**config.mk**
```make
export PLATFORM = sky130hd
export DESIGN_NAME = stalu_front
export DESIGN_NICKNAME = d
export VERILOG_FILES = /design/src/hdl/stalu_pkg.sv /design/src/hdl/stalu_front.sv
export SDC_FILE = /design/constraint.sdc
export NUM_CORES = 2
export LEC_CHECK = 0
export ABC_CLOCK_PERIOD_IN_PS = 6950
export BUFFER_PORTS_ARGS = -buffer_cell sky130_fd_sc_hd__buf_4
export CORE_UTILIZATION = 58
export DETAILED_ROUTE_END_ITERATION = 12
export PLACE_DENSITY = 0.8
export SETUP_SLACK_MARGIN = 0.3
export SLEW_MARGIN = 40
export SYNTH_ARGS = -nofsm -noshare
export SYNTH_HDL_FRONTEND = slang
export SYNTH_SLANG_ARGS = --single-unit
```
**constraint.sdc**
```tcl
create_clock -name clk_i -period 6.95 [get_ports clk_i]
set_clock_uncertainty 0.2 [all_clocks]
set_input_delay 1.39 -clock clk_i [delete_from_list [all_inputs] [get_ports clk_i]]
set_output_delay 1.39 -clock clk_i [all_outputs]
set_load 0.01 [all_outputs]
```
**src/hdl/stalu_pkg.sv**
```systemverilog
// ----------------------------------------------------------------------------
// stalu_pkg
// Shared types and constants for the seconds/microseconds time ALU.
// ----------------------------------------------------------------------------
package stalu_pkg;

  localparam int unsigned SEC_W        = 32;
  localparam int unsigned USEC_W       = 20;
  localparam int unsigned NS_W         = 30;
  localparam int unsigned NUM_W        = 53;  // total microseconds, signed or magnitude
  localparam int unsigned DEN_W        = 32;
  localparam int unsigned USEC_PER_SEC = 1000000;
  localparam int unsigned NS_PER_USEC  = 1000;

  // microsecond split: 1000000 = 64 * 15625, divided in 16-bit chunks
  localparam int unsigned USEC_SHIFT   = 6;
  localparam int unsigned USEC_ODD     = USEC_PER_SEC >> USEC_SHIFT;
  localparam int unsigned ODD_W        = 14;
  localparam int unsigned CHUNK_W      = 16;
  localparam int unsigned SPLIT_STEPS  = 3;
  localparam int unsigned SPLIT_W      = USEC_SHIFT + SPLIT_STEPS * CHUNK_W;
  localparam int unsigned QUO_W        = SPLIT_STEPS * CHUNK_W;
  localparam int unsigned Y_W          = ODD_W + CHUNK_W;
  // reciprocal exact for every Y_W-bit dividend: ceil(2^(Y_W+ODD_W) / USEC_ODD)
  localparam int unsigned RECIP_SHIFT  = Y_W + ODD_W;
  localparam int unsigned RECIP_W      = 31;
  localparam int unsigned PROD_W       = Y_W + RECIP_W;
  localparam logic [RECIP_W-1:0] RECIP_M =
    RECIP_W'(((64'd1 << RECIP_SHIFT) + 64'(USEC_ODD) - 64'd1) / 64'(USEC_ODD));

  typedef enum logic [2:0] {
    KIND_ADD   = 3'd0,
    KIND_SUB   = 3'd1,
    KIND_CMP   = 3'd2,
    KIND_MUL   = 3'd3,
    KIND_DIV   = 3'd4,
    KIND_SMALL = 3'd5
  } kind_e;

  localparam logic [1:0] ORDER_EQ = 2'b00;
  localparam logic [1:0] ORDER_GT = 2'b01;
  localparam logic [1:0] ORDER_LT = 2'b11;

  // context that travels beside the dividers
  typedef struct packed {
    logic [2:0]             kind;
    logic [SEC_W-1:0]       base;   // seconds before the quotient is added
    logic signed [NUM_W-1:0] p;     // microseconds still to be split
    logic [1:0]             order;
    logic                   dz;
    logic                   neg;    // sign of the value being split
  } ctx_t;

endpackage

```
**src/hdl/stalu_front.sv**
```systemverilog
// ----------------------------------------------------------------------------
// stalu_front
// Operand capture, products, sums and magnitudes ahead of the dividers.
// ----------------------------------------------------------------------------
module stalu_front import stalu_pkg::*; (
  input  logic                    clk_i,
  input  logic                    rst_ni,
  input  logic                    en_i,
  input  logic                    valid_i,
  input  logic [2:0]              kind_i,
  input  logic signed [SEC_W-1:0] a_sec_i,
  input  logic [USEC_W-1:0]       a_usec_i,
  input  logic signed [SEC_W-1:0] b_sec_i,
  input  logic [USEC_W-1:0]       b_usec_i,
  input  logic signed [DEN_W-1:0] factor_i,
  output logic                    valid_o,
  output logic [NUM_W-1:0]        mt_o,
  output logic [DEN_W-1:0]        mf_o,
  output ctx_t                    ctx_o
);

  localparam logic signed [USEC_W:0] USEC_S = (USEC_W+1)'(USEC_PER_SEC);

  // stage 0: captured operands
  logic                    v0_q;
  logic [2:0]              kind0_q;
  logic signed [SEC_W-1:0] as0_q, bs0_q;
  logic [USEC_W-1:0]       au0_q, bu0_q;
  logic signed [DEN_W-1:0] f0_q;

  // stage 1: products
  logic                     v1_q;
  logic [2:0]               kind1_q;
  logic signed [SEC_W-1:0]  as1_q, bs1_q;
  logic [USEC_W-1:0]        au1_q, bu1_q;
  logic signed [DEN_W-1:0]  f1_q;
  logic signed [NUM_W-1:0]  at1_q, auf1_q;
  logic [SEC_W-1:0]         asf1_q;
  logic [1:0]               order1_q;
  logic signed [NUM_W-1:0]  at1_d, auf1_d;
  logic [SEC_W-1:0]         asf1_d;
  logic [1:0]               order1_d;

  // stage 2: sums
  logic                    v2_q;
  ctx_t                    ctx2_q, ctx2_d;
  logic signed [NUM_W-1:0] t2_q, t2_d;
  logic signed [DEN_W-1:0] f2_q;

  // stage 3: magnitudes
  logic             v3_q;
  ctx_t             ctx3_q;
  logic [NUM_W-1:0] mt3_q, mt3_d;
  logic [DEN_W-1:0] mf3_q, mf3_d;

  function automatic logic signed [NUM_W-1:0] a_sec_to_num(input logic signed [SEC_W-1:0] x);
    a_sec_to_num = NUM_W'(x);
  endfunction

  always_comb begin
    at1_d  = a_sec_to_num(as0_q) * USEC_S;
    auf1_d = $signed({1'b0, au0_q}) * f0_q;
    asf1_d = SEC_W'(as0_q * f0_q);
    if (as0_q != bs0_q) begin
      order1_d = (as0_q > bs0_q) ? ORDER_GT : ORDER_LT;
    end else if (au0_q != bu0_q) begin
      order1_d = (au0_q > bu0_q) ? ORDER_GT : ORDER_LT;
    end else begin
      order1_d = ORDER_EQ;
    end
  end

  always_comb begin
    ctx2_d       = '0;
    ctx2_d.kind  = kind1_q;
    ctx2_d.order = order1_q;
    t2_d         = at1_q + $signed({{(NUM_W-USEC_W){1'b0}}, au1_q});
    ctx2_d.neg   = t2_d[NUM_W-1] ^ f1_q[DEN_W-1];
    ctx2_d.dz    = (kind1_q == KIND_DIV) && (f1_q == '0);
    case (kind1_q)
      KIND_ADD: begin
        ctx2_d.base = SEC_W'(as1_q + bs1_q);
        ctx2_d.p    = NUM_W'(au1_q) + NUM_W'(bu1_q);
      end
      KIND_SUB, KIND_SMALL: begin
        ctx2_d.base = SEC_W'(as1_q - bs1_q);
        ctx2_d.p    = NUM_W'(au1_q) - NUM_W'(bu1_q);
      end
      KIND_MUL: begin
        ctx2_d.base = asf1_q;
        ctx2_d.p    = auf1_q;
      end
      default: begin
        ctx2_d.base = '0;
        ctx2_d.p    = '0;
      end
    endcase
  end

  always_comb begin
    mt3_d = t2_q[NUM_W-1] ? NUM_W'(-t2_q) : NUM_W'(t2_q);
    mf3_d = f2_q[DEN_W-1] ? DEN_W'(-f2_q) : DEN_W'(f2_q);
  end

  always_ff @(posedge clk_i or negedge rst_ni) begin
    if (!rst_ni) begin
      v0_q <= 1'b0;
      v1_q <= 1'b0;
      v2_q <= 1'b0;
      v3_q <= 1'b0;
    end else if (en_i) begin
      v0_q <= valid_i;
      v1_q <= v0_q;
      v2_q <= v1_q;
      v3_q <= v2_q;
    end
  end

  always_ff @(posedge clk_i) begin
    if (en_i) begin
      kind0_q  <= kind_i;
      as0_q    <= a_sec_i;
      au0_q    <= a_usec_i;
      bs0_q    <= b_sec_i;
      bu0_q    <= b_usec_i;
      f0_q     <= factor_i;
      kind1_q  <= kind0_q;
      as1_q    <= as0_q;
      au1_q    <= au0_q;
      bs1_q    <= bs0_q;
      bu1_q    <= bu0_q;
      f1_q     <= f0_q;
      at1_q    <= at1_d;
      auf1_q   <= auf1_d;
      asf1_q   <= asf1_d;
      order1_q <= order1_d;
      ctx2_q   <= ctx2_d;
      t2_q     <= t2_d;
      f2_q     <= f1_q;
      ctx3_q   <= ctx2_q;
      mt3_q    <= mt3_d;
      mf3_q    <= mf3_d;
    end
  end

  assign valid_o = v3_q;
  assign mt_o    = mt3_q;
  assign mf_o    = mf3_q;
  assign ctx_o   = ctx3_q;

endmodule

```
After elaboration in Yosys (flattened, before gate mapping)
Cells that the tools add are included.
- output and inout bits: 178
- input bits: 143
- register bits: 770
- multiply operators: 3
- mux-type cells: 7
- equal/unequal tests: 6
- bitwise operators: 1
- order comparisons: 2
- reductions and logical operators: 4
- add/sub/neg operators: 7
- operator list (cell ; count):
    85-bit one-hot mux with 3 select lines ; 1
    53-bit by 21-bit adder with 53-bit output ; 1
    21-bit by 32-bit multiplier with 53-bit output ; 1
    53-bit negator ; 1
    52-bit two-way mux ; 1
    32-bit by 15-bit multiplier with 47-bit output (second input constant) ; 1
    32-bit adder ; 1
    32-bit greater-than comparator ; 1
    32-bit logical NOT ; 1
    32-bit by 32-bit multiplier with 32-bit output ; 1
    32-bit inequality test ; 1
    32-bit negator ; 1
    32-bit subtractor ; 1
    31-bit two-way mux ; 1
    20-bit by 20-bit adder with 21-bit output ; 1
    20-bit by 20-bit subtractor with 21-bit output ; 1
    20-bit greater-than comparator ; 1
    20-bit inequality test ; 1
    2-bit two-way mux ; 4
    3-bit equality test (second input constant) ; 2
    3-bit by 1-bit equality test with 1-bit output (second input constant) ; 1
    3-bit by 2-bit equality test with 1-bit output (second input constant) ; 1
    3-bit logical NOT ; 1
    2-bit OR reduction ; 1
    2 further kinds ; 2

Depth between registers and ports, before layout
- depth in word-level cells: 4
- gate-level depth with buffers: 28

Worst setup path before layout
Ideal clock, no wire load.
- path kind: register to register
- start point: register f0_q[14]
- end point: register auf1_q[46] (data pin)
- path slack: -0.615 ns
- path buffers: 2
- period minus slack after synthesis: 7.565 ns
- stages on the path, launching flop included: 26
- library setup time: 0.259 ns
- arrival time: 7.106 ns
- data required time: 6.491 ns
- path through: edfxtp_1 clkbuf_1 clkbuf_1 and2_1 fa_1 fa_1 inv_1 fa_1 inv_1 fa_1 fa_1 fa_1 inv_1 fa_1 inv_1 ha_1 a21oi_1 o211ai_1 a211oi_1 nor4_1 a2111oi_0 a211oi_1 a31oi_1 a21boi_0 o22a_1 xor2_1
- longest elaborated chain between the ends: 1
- ends and longest elaborated chain (element ; RTL line ; text):
    start: declaration ; stalu_front.sv:29 ; logic signed [DEN_W-1:0] f0_q;
    start signal: assignment ; stalu_front.sv:126 ; f0_q <= factor_i;
    21-bit by 32-bit multiplier with 53-bit output ; stalu_front.sv:62 ; auf1_d = $signed({1'b0, au0_q}) * f0_q;
    net auf1_d[46] ; stalu_front.sv:40 ; logic signed [NUM_W-1:0] at1_d, auf1_d;
    end signal: assignment ; stalu_front.sv:134 ; auf1_q <= auf1_d;
    end: declaration ; stalu_front.sv:37 ; logic signed [NUM_W-1:0] at1_q, auf1_q;
The timed path passes the listed nets, and every way through them passes these cells.
A chain may end at the register's enable or synchronous reset.

Final worst setup path
- start point: register f0_q[5]
- end point: register asf1_q[25] (data pin)
- longest elaborated chain between the ends: 1
- ends and longest elaborated chain (element ; RTL line ; text):
    32-bit by 32-bit multiplier with 32-bit output ; stalu_front.sv:63 ; asf1_d = SEC_W'(as0_q * f0_q);
    net asf1_d[25] ; stalu_front.sv:41 ; logic [SEC_W-1:0] asf1_d;
    end signal: assignment ; stalu_front.sv:135 ; asf1_q <= asf1_d;
    end: declaration ; stalu_front.sv:38 ; logic [SEC_W-1:0] asf1_q;
The timed path passes the listed nets, and every way through them passes these cells.

==> reports/qor.yml <==
outcome:
  status: "finished with violations"
  violations: "negative setup slack"
finish:
  stdcell_count: 9635
  drive_above_1_share: 0.163
  fillCellCount: 9418
  seqCellArea_mm2: 0.0230
  area_growth_pct: 16.9
  multi_input_area_mm2: 0.0509
  nets: 9758
setup_path:
  worst-r2r-cell-count: 26
  r2r-start: "f0_q[5]"
  path_class: "flip-flop to flip-flop"
  regToRegEndpoint: "asf1_q[25]"
  cp.arrival_ns: 7.54
  crit_fanout: 13
  crit_required_ns: 7.20
  startpoint_type: "flip-flop"
  cp-end-kind: "flip-flop"
  rrSetupSlack_ns: -0.34
logic_synthesis:
  yosys_warnings: 0
  synth.yosys.seq_area_share: 0.293
  synth_cells: 7122
  synthDistinctLibCells: 77
  ys_ff_latch: 767
  async_reset_ff_frac: 0.00522
  ys.flop_type: "edfxtp_1"
  syn_area_mm2: 0.0785
  synth-edff-count: 763
  syn_area_per_cell_um2: 11.0
  syn_nets: 9094
floorplan:
  rows: 134
  dieWidth_um: 370
  die_h_um: 370
  die_area_mm2: 0.137
  initial_core_util: 0.586
  pin_count: 321
  coreArea_mm2: 0.134
clock_tree:
  clkLatencyLatePin_ns: 0.73
  htreeDepth: 3
  clockBufferDepth: 3
  numCtsBuffers: 86
  numClockSinks: 767
  cts.reportedPaths.clkPinSlew_ns: 0.06
  cts_tree: "yes"
  cts_root_buffer: "clkbuf_16"
sta:
  tightest_slew_ns: 0.870
  fmax_ghz: 0.137
  setup_ws_ns: -0.341
  slew_violations: 0
  rsz0062_at_grt: "true"
  finalHoldViolCount: 0
  min_period_ns: 7.29
  period_share: 1.05
  setup_viol: 31
  fin_hold_ws_ns: 0.203
  relSlewSlack: 0.420
detailed_routing:
  drt_pass1_iterations: 6
  post_drt_wl_per_cell_um: 21.9
  antenna_left: 0
  drt-total-wl_um: 211000
  vias: 54800
  avgViaCountPerCell: 5.69
  drtIter0Drc: 4130
  drc: 0
placement:
  finalWeightedCongestion: 0.936
  io_buffers: 320
  dp.cells: 9391
  dp.final_hpwl_um: 167000
run:
  cap_viol_max_count: 0
grt:
  grt_pass1_wl_um: 326000
  overflow: 0
  track_usage: 0.314
  antenna_found_initial: 27
  grt_pass1_vias: 59000
  grt_max_degree: 155
hold_path:
  min_path_cells: 0
  hold_path_end: "ctx_o[2]"
  holdCritPathClass: "flip-flop to flip-flop"
  hold_start: "ctx2_q[2]"
==> cell usage in the layout, fill, tap and decap left out, types with 21 or more instances in the layout <==
| cell | instances |
|---|---|
| inv_1 | 1344 |
| fa_1 | 1158 |
| edfxtp_1 | 763 |
| and2_1 | 741 |
| buf_4 | 727 |
| ha_1 | 582 |
| nand2_1 | 560 |
| xnor2_1 | 275 |
| o21ai_0 | 140 |
| a21oi_1 | 138 |
| nor2_1 | 130 |
| a21o_1 | 126 |
| clkbuf_16 | 89 |
| xor2_1 | 83 |
| buf_12 | 70 |
| ha_4 | 45 |
| nand3_1 | 44 |
| nand4_1 | 40 |
| buf_6 | 40 |
| fa_2 | 39 |
| o31ai_1 | 35 |
| nor3_1 | 30 |
| o21bai_1 | 29 |
| a21oi_2 | 28 |
| nand2b_1 | 28 |
| and3_1 | 26 |
| o211ai_1 | 25 |
| nor2b_1 | 24 |
| o21a_1 | 24 |
| and2_4 | 22 |
| inv_2 | 21 |
| nor4_1 | 21 |
==> sequential cells by signal (all words and copies together) (netlist names), 2 cells and up <==
register,flops
t2_q,53
bu0_q,20
mt_o,53
auf1_q,53
kind1_q,3
au1_q,20
ctx2_q,92
kind0_q,3
asf1_q,32
bu1_q,20
at1_q,44
au0_q,20
as0_q,32
bs1_q,32
as1_q,32
f2_q,32
order1_q,2
f1_q,32
mf_o,32
f0_q,32
bs0_q,32
ctx_o,92
==> cells in the mapped netlist (all sizes together), types with 25 or more instances <==
cell type  count  area [um^2]
nand3         48          240
o21ai        166          831
a21o         126          946
xnor2        280         2450
o211ai        25          188
nor4          26          163
nand2        566         2120
nor2         141          529
and3          29          181
clkbuf       269         1020
a21oi        171          856
nand2b        30          195
o31ai         36          270
nor2b         26          163
and2         763         4770
o21bai        31          233
ha           632         7910
nor3          36          180
edfxtp       763        22900
inv         1365         5120
fa          1197        24000
xor2          83          727
nand4         40          250
==> area by class of cell <==
cell class                 count  area share
antenna                        9    0.000245
timing repair buffer         851      0.0831
tap                         1768      0.0241
clock inverter                61     0.00732
multi-input combinational   4715       0.554
inverter                    1365      0.0558
sequential                   767       0.251
clock buffer                  99      0.0244
==> metrics by stage <==
step | cell area (um^2) | utilization | setup TNS, ns | setup WS (ns)
2_1_floorplan | 79100 | - | 0 | 0.151
3_3_place_gp | 86700 | 0.647 | -4.14 | -0.336
3_5_place_dp | 86800 | 0.648 | -6.56 | -0.406
4_1_cts | 90800 | 0.678 | -2.40 | -0.215
5_1_grt | 91800 | 0.685 | -11.57 | -0.500
6_report | 91800 | 0.685 | -5.01 | -0.341
==> how the worst max path moves through the flow <==
stage                     startpoint          to  slack, ns  cells past startpoint
after global placement      au0_q[9]  auf1_q[45]      -0.34                     26
after detailed placement    au0_q[9]  auf1_q[51]      -0.41                     26
after CTS                   au0_q[9]  auf1_q[28]      -0.22                     27
after floorplan             f0_q[13]  auf1_q[46]       0.15                     25
after global routing         f0_q[5]  auf1_q[52]      -0.50                     27
final                        f0_q[5]  asf1_q[25]      -0.34                     26
==> kinds of logic after synthesis <==
group                      Yosys count  share of synthesized area
muxes                                6                   0.000828
adders and majority gates         1829                      0.406
buffers and inverters             1640                     0.0786
AOI/OAI and AO/OA                  746                     0.0628
and+or+nand+nor                   1771                      0.118
xor gates and xnor gates           363                     0.0405
DFF                                767                      0.293
==> layer usage <==
layer  global-route usage  part of all wire  vias up
met5                    0           0.00081        -
li1                     -                 -    24000
met1                0.385              0.37    27900
met4                0.154             0.052       26
met2                0.536              0.50     2285
met3               0.0529             0.076      585
==> worst max-delay path, stage by stage (launching register included) <==
cell      delay (ns)
edfxtp_1        0.44
buf_4           0.16
buf_6           0.13
buf_8           0.15
and2_4          0.14
fa_1            0.57
fa_1            0.44
fa_1            0.49
inv_1           0.05
fa_1            0.48
inv_1           0.05
fa_1            0.44
fa_1            0.50
fa_1            0.43
fa_1            0.53
ha_4            0.32
nand2_4         0.05
nor2_4          0.12
nand2_2         0.08
o221ai_4        0.25
o41ai_4         0.09
buf_4           0.17
buf_4           0.13
o21ba_4         0.21
o21bai_1        0.14
a21oi_1         0.11
xnor2_1         0.14
==> timing repair <==
action,4_1_cts,5_1_grt
gates resized for setup,145,153
setup buffers,38,28
endpoints found under the setup margin,51,61
hold buffers,0,0
gates cloned,4,1
pin swaps,78,78
Power is left out: the tool's default activity adds up to more than one toggle a clock period on the data nets, which glitch-free logic cannot reach.
